$ cat src/sv/deque_with_match_count_and_remove_defines.svh
// assertion helpers shared by the deque rtl
`ifndef DEQUE_WITH_MATCH_COUNT_AND_REMOVE_DEFINES_SVH
`define DEQUE_WITH_MATCH_COUNT_AND_REMOVE_DEFINES_SVH

// consequent checked in the same cycle as the antecedent
`define DQM_ASSERT_NOW(lbl, ante, cons, msg) \
  lbl: assert property (@(posedge clk_i) disable iff (!rst_ni) (ante) |-> (cons)) else $error(msg);

// consequent checked in the cycle after the antecedent
`define DQM_ASSERT_NEXT(lbl, ante, cons, msg) \
  lbl: assert property (@(posedge clk_i) disable iff (!rst_ni) (ante) |=> (cons)) else $error(msg);

`endif

$ cat src/sv/dqm_pkg.sv
package dqm_pkg;

  localparam int unsigned DEPTH  = 16;
  localparam int unsigned CNT_W  = $clog2(DEPTH + 1);
  localparam int unsigned IDX_W  = $clog2(DEPTH);
  localparam int unsigned DATA_W = 32;

  localparam logic [2:0] FUNC_PUSH_FRONT = 3'd0;
  localparam logic [2:0] FUNC_PUSH_BACK  = 3'd1;
  localparam logic [2:0] FUNC_POP_FRONT  = 3'd2;
  localparam logic [2:0] FUNC_POP_BACK   = 3'd3;
  localparam logic [2:0] FUNC_COUNT      = 3'd4;
  localparam logic [2:0] FUNC_REMOVE     = 3'd5;

  localparam logic [1:0] STAT_OK    = 2'd0;
  localparam logic [1:0] STAT_FULL  = 2'd1;
  localparam logic [1:0] STAT_EMPTY = 2'd2;

  typedef logic signed [DATA_W-1:0] word_t;

  typedef struct packed {
    logic [2:0]         func;
    logic signed [31:0] data_value;
  } dqm_req_t;

  typedef struct packed {
    logic signed [31:0] front_value;
    logic signed [31:0] back_value;
    logic [4:0]         entry_count;
    logic [4:0]         match_total;
    logic [1:0]         status;
  } dqm_rsp_t;

  // per-cell control, priority load > shift up > shift down > hold
  typedef struct packed {
    logic shift_up;
    logic shift_dn;
    logic load;
  } cell_ctrl_t;

  typedef enum logic [1:0] {
    ST_IDLE,
    ST_SCAN,
    ST_DONE
  } dqm_state_e;

endpackage

$ cat src/sv/dqm_cell.sv
module dqm_cell (
  input  logic               clk_i,
  input  dqm_pkg::cell_ctrl_t ctrl_i,
  input  dqm_pkg::word_t     load_val_i,
  input  dqm_pkg::word_t     left_i,
  input  dqm_pkg::word_t     right_i,
  output dqm_pkg::word_t     data_o
);

  dqm_pkg::word_t data_q;
  dqm_pkg::word_t data_d;

  always_comb begin
    if (ctrl_i.load) begin
      data_d = load_val_i;
    end else if (ctrl_i.shift_up) begin
      data_d = left_i;
    end else if (ctrl_i.shift_dn) begin
      data_d = right_i;
    end else begin
      data_d = data_q;
    end
  end

  always_ff @(posedge clk_i) begin
    data_q <= data_d;
  end

  assign data_o = data_q;

endmodule

$ cat src/sv/deque_with_match_count_and_remove.sv
// push and pop go from the request through the done state to the output register
// count and remove first walk the held entries at the head cell in the scan state
// one request at a time, a new request is taken only in the idle state
// a finished result waits in the output register while the next request is taken
// reset empties the list (fill 0) and clears the output valid, no clearing pass
`include "deque_with_match_count_and_remove_defines.svh"

module deque_with_match_count_and_remove (
  input  logic              clk_i,
  input  logic              rst_ni,
  input  logic              in_valid_i,
  output logic              in_ready_o,
  input  dqm_pkg::dqm_req_t in_req_i,
  output logic              out_valid_o,
  input  logic              out_ready_i,
  output dqm_pkg::dqm_rsp_t out_rsp_o
);

  localparam int unsigned DEPTH = dqm_pkg::DEPTH;
  localparam int unsigned CNT_W = dqm_pkg::CNT_W;
  localparam int unsigned IDX_W = dqm_pkg::IDX_W;

  dqm_pkg::dqm_state_e state_q, state_d;
  logic [2:0]          func_q, func_d;
  dqm_pkg::word_t      val_q, val_d;
  logic [CNT_W-1:0]    fill_q, fill_d;
  logic [CNT_W-1:0]    n_q, n_d;
  logic [CNT_W-1:0]    k_q, k_d;
  logic [CNT_W-1:0]    match_q, match_d;
  logic [1:0]          status_q, status_d;
  logic                out_valid_q, out_valid_d;
  dqm_pkg::dqm_rsp_t   out_q, out_d;

  dqm_pkg::word_t      cell_q [DEPTH];
  dqm_pkg::cell_ctrl_t cell_ctrl [DEPTH];
  dqm_pkg::word_t      load_val;
  logic                load_en;
  logic [IDX_W-1:0]    load_idx;
  logic                shift_up;
  logic                shift_dn;

  logic                accept;
  logic                full;
  logic                empty;
  logic                out_free;
  dqm_pkg::word_t      head;
  logic                hit;
  logic                scan_keep;
  logic                scan_last;
  logic [CNT_W-1:0]    scan_pos;
  logic [CNT_W:0]      scan_sum;
  logic [CNT_W-1:0]    back_pos;
  logic                scan_ok;
  logic                rsp_full;
  logic                rsp_empty;

  // chain of cells, cell 0 is the front
  for (genvar g = 0; g < DEPTH; g++) begin : g_cell
    localparam logic [IDX_W-1:0] CellIdx = IDX_W'(g);
    dqm_pkg::word_t left_val;
    dqm_pkg::word_t right_val;

    if (g == 0) begin : g_first
      assign left_val = load_val;
    end else begin : g_mid_l
      assign left_val = cell_q[g-1];
    end

    if (g == DEPTH - 1) begin : g_last
      assign right_val = cell_q[g];
    end else begin : g_mid_r
      assign right_val = cell_q[g+1];
    end

    assign cell_ctrl[g] = '{shift_up: shift_up,
                            shift_dn: shift_dn,
                            load:     load_en && (load_idx == CellIdx)};

    dqm_cell u_cell (
      .clk_i      (clk_i),
      .ctrl_i     (cell_ctrl[g]),
      .load_val_i (load_val),
      .left_i     (left_val),
      .right_i    (right_val),
      .data_o     (cell_q[g])
    );
  end

  assign in_ready_o  = (state_q == dqm_pkg::ST_IDLE);
  assign accept      = in_valid_i && in_ready_o;
  assign full        = (fill_q == CNT_W'(DEPTH));
  assign empty       = (fill_q == '0);
  assign out_free    = !out_valid_q || out_ready_i;
  assign head        = cell_q[0];
  assign hit         = (head == val_q);
  // count keeps everything, remove drops the hits
  assign scan_keep   = !hit || (func_q == dqm_pkg::FUNC_COUNT);
  assign scan_last   = (n_q == CNT_W'(1));
  // unscanned entries sit below the kept ones, append after the shift
  assign scan_pos    = n_q + k_q - CNT_W'(1);
  assign scan_sum    = {1'b0, n_q} + {1'b0, k_q};
  assign back_pos    = fill_q - CNT_W'(1);
  assign load_val    = (state_q == dqm_pkg::ST_SCAN) ? head : in_req_i.data_value;

  // next state
  always_comb begin
    state_d = state_q;
    case (state_q)
      dqm_pkg::ST_IDLE: begin
        if (accept) begin
          if (((in_req_i.func == dqm_pkg::FUNC_COUNT) ||
               (in_req_i.func == dqm_pkg::FUNC_REMOVE)) && !empty) begin
            state_d = dqm_pkg::ST_SCAN;
          end else begin
            state_d = dqm_pkg::ST_DONE;
          end
        end
      end
      dqm_pkg::ST_SCAN: begin
        if (scan_last) begin
          state_d = dqm_pkg::ST_DONE;
        end
      end
      dqm_pkg::ST_DONE: begin
        if (out_free) begin
          state_d = dqm_pkg::ST_IDLE;
        end
      end
      default: state_d = dqm_pkg::ST_IDLE;
    endcase
  end

  // cell control and datapath
  always_comb begin
    func_d      = func_q;
    val_d       = val_q;
    fill_d      = fill_q;
    n_d         = n_q;
    k_d         = k_q;
    match_d     = match_q;
    status_d    = status_q;
    out_valid_d = out_valid_q && !out_ready_i;
    out_d       = out_q;
    shift_up    = 1'b0;
    shift_dn    = 1'b0;
    load_en     = 1'b0;
    load_idx    = '0;
    case (state_q)
      dqm_pkg::ST_IDLE: begin
        if (accept) begin
          func_d   = in_req_i.func;
          val_d    = in_req_i.data_value;
          status_d = dqm_pkg::STAT_OK;
          match_d  = '0;
          n_d      = fill_q;
          k_d      = '0;
          case (in_req_i.func)
            dqm_pkg::FUNC_PUSH_FRONT: begin
              if (full) begin
                status_d = dqm_pkg::STAT_FULL;
              end else begin
                shift_up = 1'b1;
                load_en  = 1'b1;
                load_idx = '0;
                fill_d   = fill_q + CNT_W'(1);
              end
            end
            dqm_pkg::FUNC_PUSH_BACK: begin
              if (full) begin
                status_d = dqm_pkg::STAT_FULL;
              end else begin
                load_en  = 1'b1;
                load_idx = fill_q[IDX_W-1:0];
                fill_d   = fill_q + CNT_W'(1);
              end
            end
            dqm_pkg::FUNC_POP_FRONT: begin
              if (empty) begin
                status_d = dqm_pkg::STAT_EMPTY;
              end else begin
                shift_dn = 1'b1;
                fill_d   = fill_q - CNT_W'(1);
              end
            end
            dqm_pkg::FUNC_POP_BACK: begin
              if (empty) begin
                status_d = dqm_pkg::STAT_EMPTY;
              end else begin
                fill_d = fill_q - CNT_W'(1);
              end
            end
            default: ;
          endcase
        end
      end
      dqm_pkg::ST_SCAN: begin
        shift_dn = 1'b1;
        load_en  = scan_keep;
        load_idx = scan_pos[IDX_W-1:0];
        n_d      = n_q - CNT_W'(1);
        k_d      = k_q + CNT_W'(scan_keep);
        match_d  = match_q + CNT_W'(hit);
        if (scan_last) begin
          fill_d = k_q + CNT_W'(scan_keep);
        end
      end
      dqm_pkg::ST_DONE: begin
        if (out_free) begin
          out_valid_d       = 1'b1;
          out_d.front_value = empty ? -32'sd1 : cell_q[0];
          out_d.back_value  = empty ? -32'sd1 : cell_q[back_pos[IDX_W-1:0]];
          out_d.entry_count = 5'(fill_q);
          out_d.match_total = 5'(match_q);
          out_d.status      = status_q;
        end
      end
      default: ;
    endcase
  end

  always_ff @(posedge clk_i or negedge rst_ni) begin
    if (!rst_ni) begin
      state_q     <= dqm_pkg::ST_IDLE;
      fill_q      <= '0;
      n_q         <= '0;
      k_q         <= '0;
      out_valid_q <= 1'b0;
    end else begin
      state_q     <= state_d;
      fill_q      <= fill_d;
      n_q         <= n_d;
      k_q         <= k_d;
      out_valid_q <= out_valid_d;
    end
  end

  always_ff @(posedge clk_i) begin
    func_q   <= func_d;
    val_q    <= val_d;
    match_q  <= match_d;
    status_q <= status_d;
    out_q    <= out_d;
  end

  assign out_valid_o = out_valid_q;
  assign out_rsp_o   = out_q;

  assign scan_ok   = (n_q != '0) && (scan_sum <= (CNT_W+1)'(fill_q));
  assign rsp_full  = out_valid_o && (out_rsp_o.status == dqm_pkg::STAT_FULL);
  assign rsp_empty = out_valid_o && (out_rsp_o.status == dqm_pkg::STAT_EMPTY);

  `DQM_ASSERT_NOW(a_fill_bound, 1'b1, fill_q <= CNT_W'(DEPTH), "fill beyond depth")
  `DQM_ASSERT_NEXT(a_busy_after_req, accept, state_q != dqm_pkg::ST_IDLE, "idle after request")
  `DQM_ASSERT_NOW(a_scan_range, state_q == dqm_pkg::ST_SCAN, scan_ok, "scan counters out of range")
  `DQM_ASSERT_NOW(a_full_count, rsp_full, out_rsp_o.entry_count == 5'(DEPTH), "refused push below depth")
  `DQM_ASSERT_NOW(a_empty_count, rsp_empty, out_rsp_o.entry_count == 5'd0, "ignored pop when not empty")

endmodule
$ cat config.mk
export PLATFORM = sky130hd
export DESIGN_NAME = deque_with_match_count_and_remove
export DESIGN_NICKNAME = d
export VERILOG_FILES = /design/src/sv/dqm_pkg.sv /design/src/sv/dqm_cell.sv /design/src/sv/deque_with_match_count_and_remove.sv
export VERILOG_INCLUDE_DIRS = /design/src /design/src/sv
export SDC_FILE = /design/constraint.sdc
export NUM_CORES = 1
export LEC_CHECK = 0
export BUFFER_PORTS_ARGS = -buffer_cell sky130_fd_sc_hd__buf_4
export CAP_MARGIN = 15
export CORE_ASPECT_RATIO = 2
export CORE_UTILIZATION = 40
export DETAILED_ROUTE_END_ITERATION = 12
export GPL_ROUTABILITY_DRIVEN = 1
export PLACE_DENSITY_LB_ADDON = 0.08
export SLEW_MARGIN = 20
export SYNTH_ARGS = -nofsm -noshare
export SYNTH_HDL_FRONTEND = slang
export SYNTH_HIERARCHICAL = 1
export SYNTH_SLANG_ARGS = --single-unit
$ cat constraint.sdc
create_clock -name clk_i -period 5.8 [get_ports clk_i]
set_input_delay 1.16 -clock clk_i [delete_from_list [all_inputs] [get_ports clk_i]]
set_output_delay 1.16 -clock clk_i [all_outputs]
set_load 0.02 [all_outputs]
Word level (Yosys, flattened, before mapping)
Index checks and enable logic that the tools add are counted.
{"block": "word_totals", "regBits": 648, "latch_bits": 0, "mem_bits_rw": 0, "romBits": 0, "in_bits": 39, "output_inout_bits": 78, "elab_cells": 212, "mem_count": 0}
{"block": "classes", "n_addsub": 7, "n_mul": 0, "n_div": 0, "order_cmp": 1, "n_eq_ne": 32, "n_shift": 0, "muxes": 87, "bitwise": 1, "reduce_logical": 54}
{"operator": "two-way mux 32 bit", "count": 50}
{"operator": "binary-select mux 32 bit (select 4 bit)", "count": 1}
{"operator": "case mux 5 bit (2 select lines)", "count": 5}
{"operator": "nonzero test 3 bit", "count": 15}
{"operator": "equality test 32 bit", "count": 1}
{"operator": "equality test 4 bit, second input constant", "count": 8}
{"operator": "two-way mux 5 bit", "count": 6}
{"operator": "logical AND 1 bit", "count": 19}
{"operator": "equality test 4 x 3 -> 1 bit, second input constant", "count": 4}
{"operator": "two-way mux 1 bit", "count": 12}
{"operator": "two-way mux 4 bit", "count": 3}
{"operator": "adder 5 x 1 -> 5 bit", "count": 2}
{"operator": "two-way mux 2 bit", "count": 5}
{"operator": "subtractor 5 x 1 -> 5 bit, second input constant", "count": 2}
{"operator": "equality test 3 bit, second input constant", "count": 3}
{"operator": "inequality test 3 bit, second input constant", "count": 3}
{"operator": "equality test 4 x 2 -> 1 bit, second input constant", "count": 2}
{"operator": "case mux 4 bit (2 select lines)", "count": 1}
{"operator": "equality test 3 x 2 -> 1 bit, second input constant", "count": 2}
{"operator": "case mux 2 bit (3 select lines)", "count": 1}
{"operator": "AND reduction 2 bit", "count": 3}
{"operator": "AND reduction 6 bit", "count": 1}
{"operator": "adder 5 x 1 -> 5 bit, second input constant", "count": 1}
{"operator": "equality test 5 x 1 -> 1 bit, second input constant", "count": 1}
{"operator": "22 further kinds", "count": 31}

Logic depth before layout (Yosys ltp)
{"block": "logic_depth", "depth_word": 8, "ltp_mapped": 16, "depth_no_buf": 13}

Hierarchy
The synthesis kept the hierarchy.
{"mod": "dqm_cell", "n_inst": 16, "cells_per_inst": 140, "area_each_um2": 1672.9, "seq_area_each_um2": 960.9}
{"mod": "deque_with_match_count_and_remove", "n_inst": 1, "cells_per_inst": 747, "area_each_um2": 10224.8, "seq_area_each_um2": 3993.8}

Least setup slack after synthesis
Ideal clock, no wire load.
{"block": "synth_path", "path_type": "input -> register", "from": "input port out_ready_i", "to": "register out_q (netlist bit out_rsp_o[0]) (enable)", "setup_ns": 0.519, "t_arrival_ns": 4.668, "path_slack_ns": 0.612, "path_stages": 2, "n_path_buf": 0, "path_cell_list": "nand2b_1 nor2b_1"}
{"block": "synth_via", "elab_chain_cells": 2}
{"element": "from (decl)", "line": "deque_with_match_count_and_remove.sv:15", "rtl": "input logic out_ready_i,"}
{"element": "logical OR 1 bit", "line": "deque_with_match_count_and_remove.sv:93", "rtl": "assign out_free = !out_valid_q || out_ready_i;"}
{"element": "AND reduction 2 bit (no line)"}
{"element": "to (signal assigned)", "line": "deque_with_match_count_and_remove.sv:242", "rtl": "out_q <= out_d;"}
{"element": "to (decl)", "line": "deque_with_match_count_and_remove.sv:32", "rtl": "dqm_pkg::dqm_rsp_t out_q, out_d;"}
No other way between the ends.
A chain may end at the register's enable or synchronous reset.

==> run summary <==
## Run status
- finished clean — result of the run

## CTS
- 3 — level count of the clock H-tree
- 648 — clock net sink count
- 0.07 ns — clock slew seen by the registers of the worst setup and hold paths
- 0.65 ns — Worst-Skew Late Latency
- sky130_fd_sc_hd__clkbuf_16 — CTS root buf
- 3 — maximum number of buffers from clock root to sink
- done — clock tree from TritonCTS
- 0 — Resized Gates After CTS
- 66 — number of CTS-inserted buffers
- 0 — # Post-CTS Setup Buffers
- 0 — hold buffer count at cts

## Power
- 12.3 nW — Leak Pwr
- 44.6% — part of the total power dissipated in combinational logic
- 16.7% — share of power burned in the clock network
- 0.000403 V — worst voltage drop across the vdd grid
- 38.7% — sequential fraction of design power
- 0.0149 W — internal cell power
- 42.1% — switching share of power
- 640 nW/um^2 — total power per unit cell area
- 0.0109 W — power spent charging and discharging nets

## Placement
- 4120 — DP Cell Count
- 116 — Port Buf Inserts
- 0.861 — GP Congestion
- 86700 um — placed wire-length estimate after detailed placement

## Timing
- 1.05 ns — Least-Margin Pin Slew
- 0 — hold violation count in the final report
- 0 — final setup vio count
- 0.380 ns — worst hold slack
- 0.0212 ns — clock skew after layout
- no — unrepaired setup endpoints after global routing
- 0 ns — total negative setup slack
- 72.8% — post-route fraction of the period consumed by the critical path
- 30.0% — Rel. slew slack
- 237 MHz — maximum frequency from static timing analysis
- 0 — count of pins over their slew limit
- 4.22 ns — min Tclk post-route

## Logic synthesis
- 54 — number of different library cells in the post-synthesis netlist
- 2987 — synthesized instance count
- 648 — flip-flop and latch count after synthesis
- sky130_fd_sc_hd__edfxtp_1 — cell taking the most area after synthesis
- sky130_fd_sc_hd__edfxtp_1, sky130_fd_sc_hd__nand2_1, sky130_fd_sc_hd__mux2i_1 — leading cell types by count after synthesis
- 3040 — Post-Synthesis Net Count
- 52.4% — sequential element share of the synthesized area
- 2.78% — share of synthesized registers carrying an async set or reset
- 51.1% — area share of the largest cell type after synthesis
- 37000 um^2 — synthesized area
- sky130_fd_sc_hd__edfxtp_1 — most instantiated library cell after synthesis
- sky130_fd_sc_hd__edfxtp_1 — most used flip-flop cell after synthesis
- 6 — count of synthesis-stage warnings from yosys
- sky130_fd_sc_hd__edfxtp_1, sky130_fd_sc_hd__mux2i_1, sky130_fd_sc_hd__mux4_2 — biggest area contributors in the synthesized netlist
- 630 — Post-synth EDFFs
- 12.4 um^2 — mean area per synthesized cell

## Final layout
- 4236 — count of non-filler cells in the finished layout
- 15.7% — share of layout cells above drive strength 1
- 8523 — number of fill cells
- 9.03% — Area growth syn-to-layout
- 3050 — post-layout net count

## Routing
- 5.71 — ratio of routed vias to standard cells
- 29.4 um — post-DR wirelength/cell
- 0 — # DRC
- 1825 — number of violations reported at the end of detailed-routing iteration 0
- 124000 um — final routed wirelength across all metal layers
- 5 — detailed-router iteration count before antenna repair
- 24.2k — Via Count
- 0 — residual antenna-violating net count after detailed routing

## Setup path
- 0.83 ns — worst stage delay on the critical path
- 32 — largest driver fanout on the critical path
- sky130_fd_sc_hd__or3_2 — crit path max-delay cell type
- register — capturing element type of the critical path
- 4.48 ns — arrival time at the worst endpoint
- 6.06 ns — CP Data Required Time
- n_q[1] — startpoint of the worst-slack reg-to-reg timing path
- register — kind of start point of the critical path
- simple AND/OR/NAND/NOR gates — family with the most delay on the worst path
- reg -> reg — start-to-end type of the worst setup path
- 1.58 ns — setup slack of the most critical reg-to-reg path
- 12 — worst reg-to-reg path cell count
- g_cell[14].u_cell/data_o[15] — endpoint of the worst-slack reg-to-reg timing path
- sky130_fd_sc_hd__inv_1 — Most common cell on crit path
- 3 — number of buffers and inverters on the critical path
- inv_1 -> ha_1 -> inv_1 -> ha_1 -> inv_1 -> fa_1 -> xor2_1 -> xnor2_1 -> a32o_1 -> nand2b_1 -> nor3b_2 -> or3_2 — worst-path cell chain

## Floorplanning
- 40.4% — starting density of the core
- 93800 um^2 — Total Die Area
- 157 — std cell rows
- 91500 um^2 — core region area
- 117 — IO Count
- 432 um — Chip Height
- 217 um — horizontal extent of the die

## Global routing
- 4 — antenna violations before repair
- 0 — total grt overflow
- 95 — pin count of the biggest net entering global routing
- 25.1k — number of global-route vias before repair
- 26.7% — GRT Util Overall
- 179000 um — global-route wire length before repair

## Min path
- in -> async — type of the worst min-delay path

## Flow run
- 0 — count of maximum capacitance violations

worst max-delay path by stage:
stage | startpoint | endpoint | slack, ns | depth (start not counted)
6_report | n_q[1] | g_cell[14].u_cell/data_o[15] | 1.58 | 12
5_1_grt | n_q[1] | g_cell[14].u_cell/data_o[12] | 1.36 | 12
4_1_cts | n_q[1] | g_cell[14].u_cell/data_o[8] | 1.50 | 12
3_5_place_dp | in_valid_i | g_cell[14].u_cell/data_o[23] | 1.23 | 7
3_3_place_gp | in_valid_i | g_cell[15].u_cell/data_o[23] | 1.26 | 8
2_1_floorplan | out_ready_i | out_rsp_o[0] | 0.61 | 2
cell usage in the layout, fill, tap and decap left out, types with 17 or more instances in the layout:
cell                          n
sky130_fd_sc_hd__mux4_2     160
sky130_fd_sc_hd__mux2i_1    513
sky130_fd_sc_hd__xor2_1      38
sky130_fd_sc_hd__o21ai_0     47
sky130_fd_sc_hd__nand2b_1    37
sky130_fd_sc_hd__clkbuf_16   69
sky130_fd_sc_hd__o21ai_1    480
sky130_fd_sc_hd__nand2_1    626
sky130_fd_sc_hd__dfrtp_1     17
sky130_fd_sc_hd__edfxtp_1   630
sky130_fd_sc_hd__or2_1       32
sky130_fd_sc_hd__buf_4      163
per-stage QoR:
stage	area (um^2)	util (%)	worst slack, ns	total power (W)
2_1_floorplan	37000	-	0.612	0.0163
3_3_place_gp	38200	41.8	1.26	0.0215
3_5_place_dp	38200	41.8	1.23	0.0217
4_1_cts	40300	44.0	1.50	0.0261
5_1_grt	40300	44.1	1.36	0.0268
6_report	40300	44.1	1.58	0.0258
state kept, by name (all words and copies together), names as in the netlist:
| signal | flops |
|---|---|
| fill_q | 5 |
| func_q | 3 |
| g_cell.u_cell/data_o | 512 |
| k_q | 5 |
| match_q | 5 |
| n_q | 5 |
| out_rsp_o | 76 |
| out_valid_o | 1 |
| state_q | 2 |
| status_q | 2 |
| val_q | 32 |
logic make-up after synthesis:
logic type               after synthesis  share of synthesized area, %
AO/OA/AOI/OAI                        556                          7.71
XOR/XNOR                              46                          1.09
adder cells (fa/ha/maj)               14                         0.494
buffers and inverters                255                          5.60
flip-flops                           648                          52.4
multiplexers                         673                          23.6
AND/OR/NAND/NOR                      795                          9.13
per-layer routing:
metal  GRT usage [%]  wire length (um)  vias to the layer above
met5               0                 0                        -
met4            17.1              8780                        0
met3            2.76              3980                      237
met2            51.9             70800                      670
met1            26.3             40800                    12100
li1                -                 -                    11200
power groups by stage:
stage	sequential, W	combinational (W)	clock, W
3_5_place_dp	0.0101	0.0116	0
4_1_cts	0.0100	0.0116	0.00443
2_1_floorplan	0.00940	0.00695	0
3_3_place_gp	0.0101	0.0114	0
6_report	0.00999	0.0115	0.00431
5_1_grt	0.0102	0.0121	0.00455
layout make-up:
class / instances / area [um^2] / share of cell area, %
sequential: 648 / 19400 / 48.0
multi-input combinational: 2084 / 15800 / 39.1
clock buffer: 83 / 1800 / 4.46
timing repair buffer: 180 / 1560 / 3.87
tap: 1192 / 1490 / 3.70
clock inverter: 31 / 262 / 0.648
inverter: 17 / 63.8 / 0.158
antenna: 1 / 2.50 / 0.00620
Power figures use the tool's default switching activity.
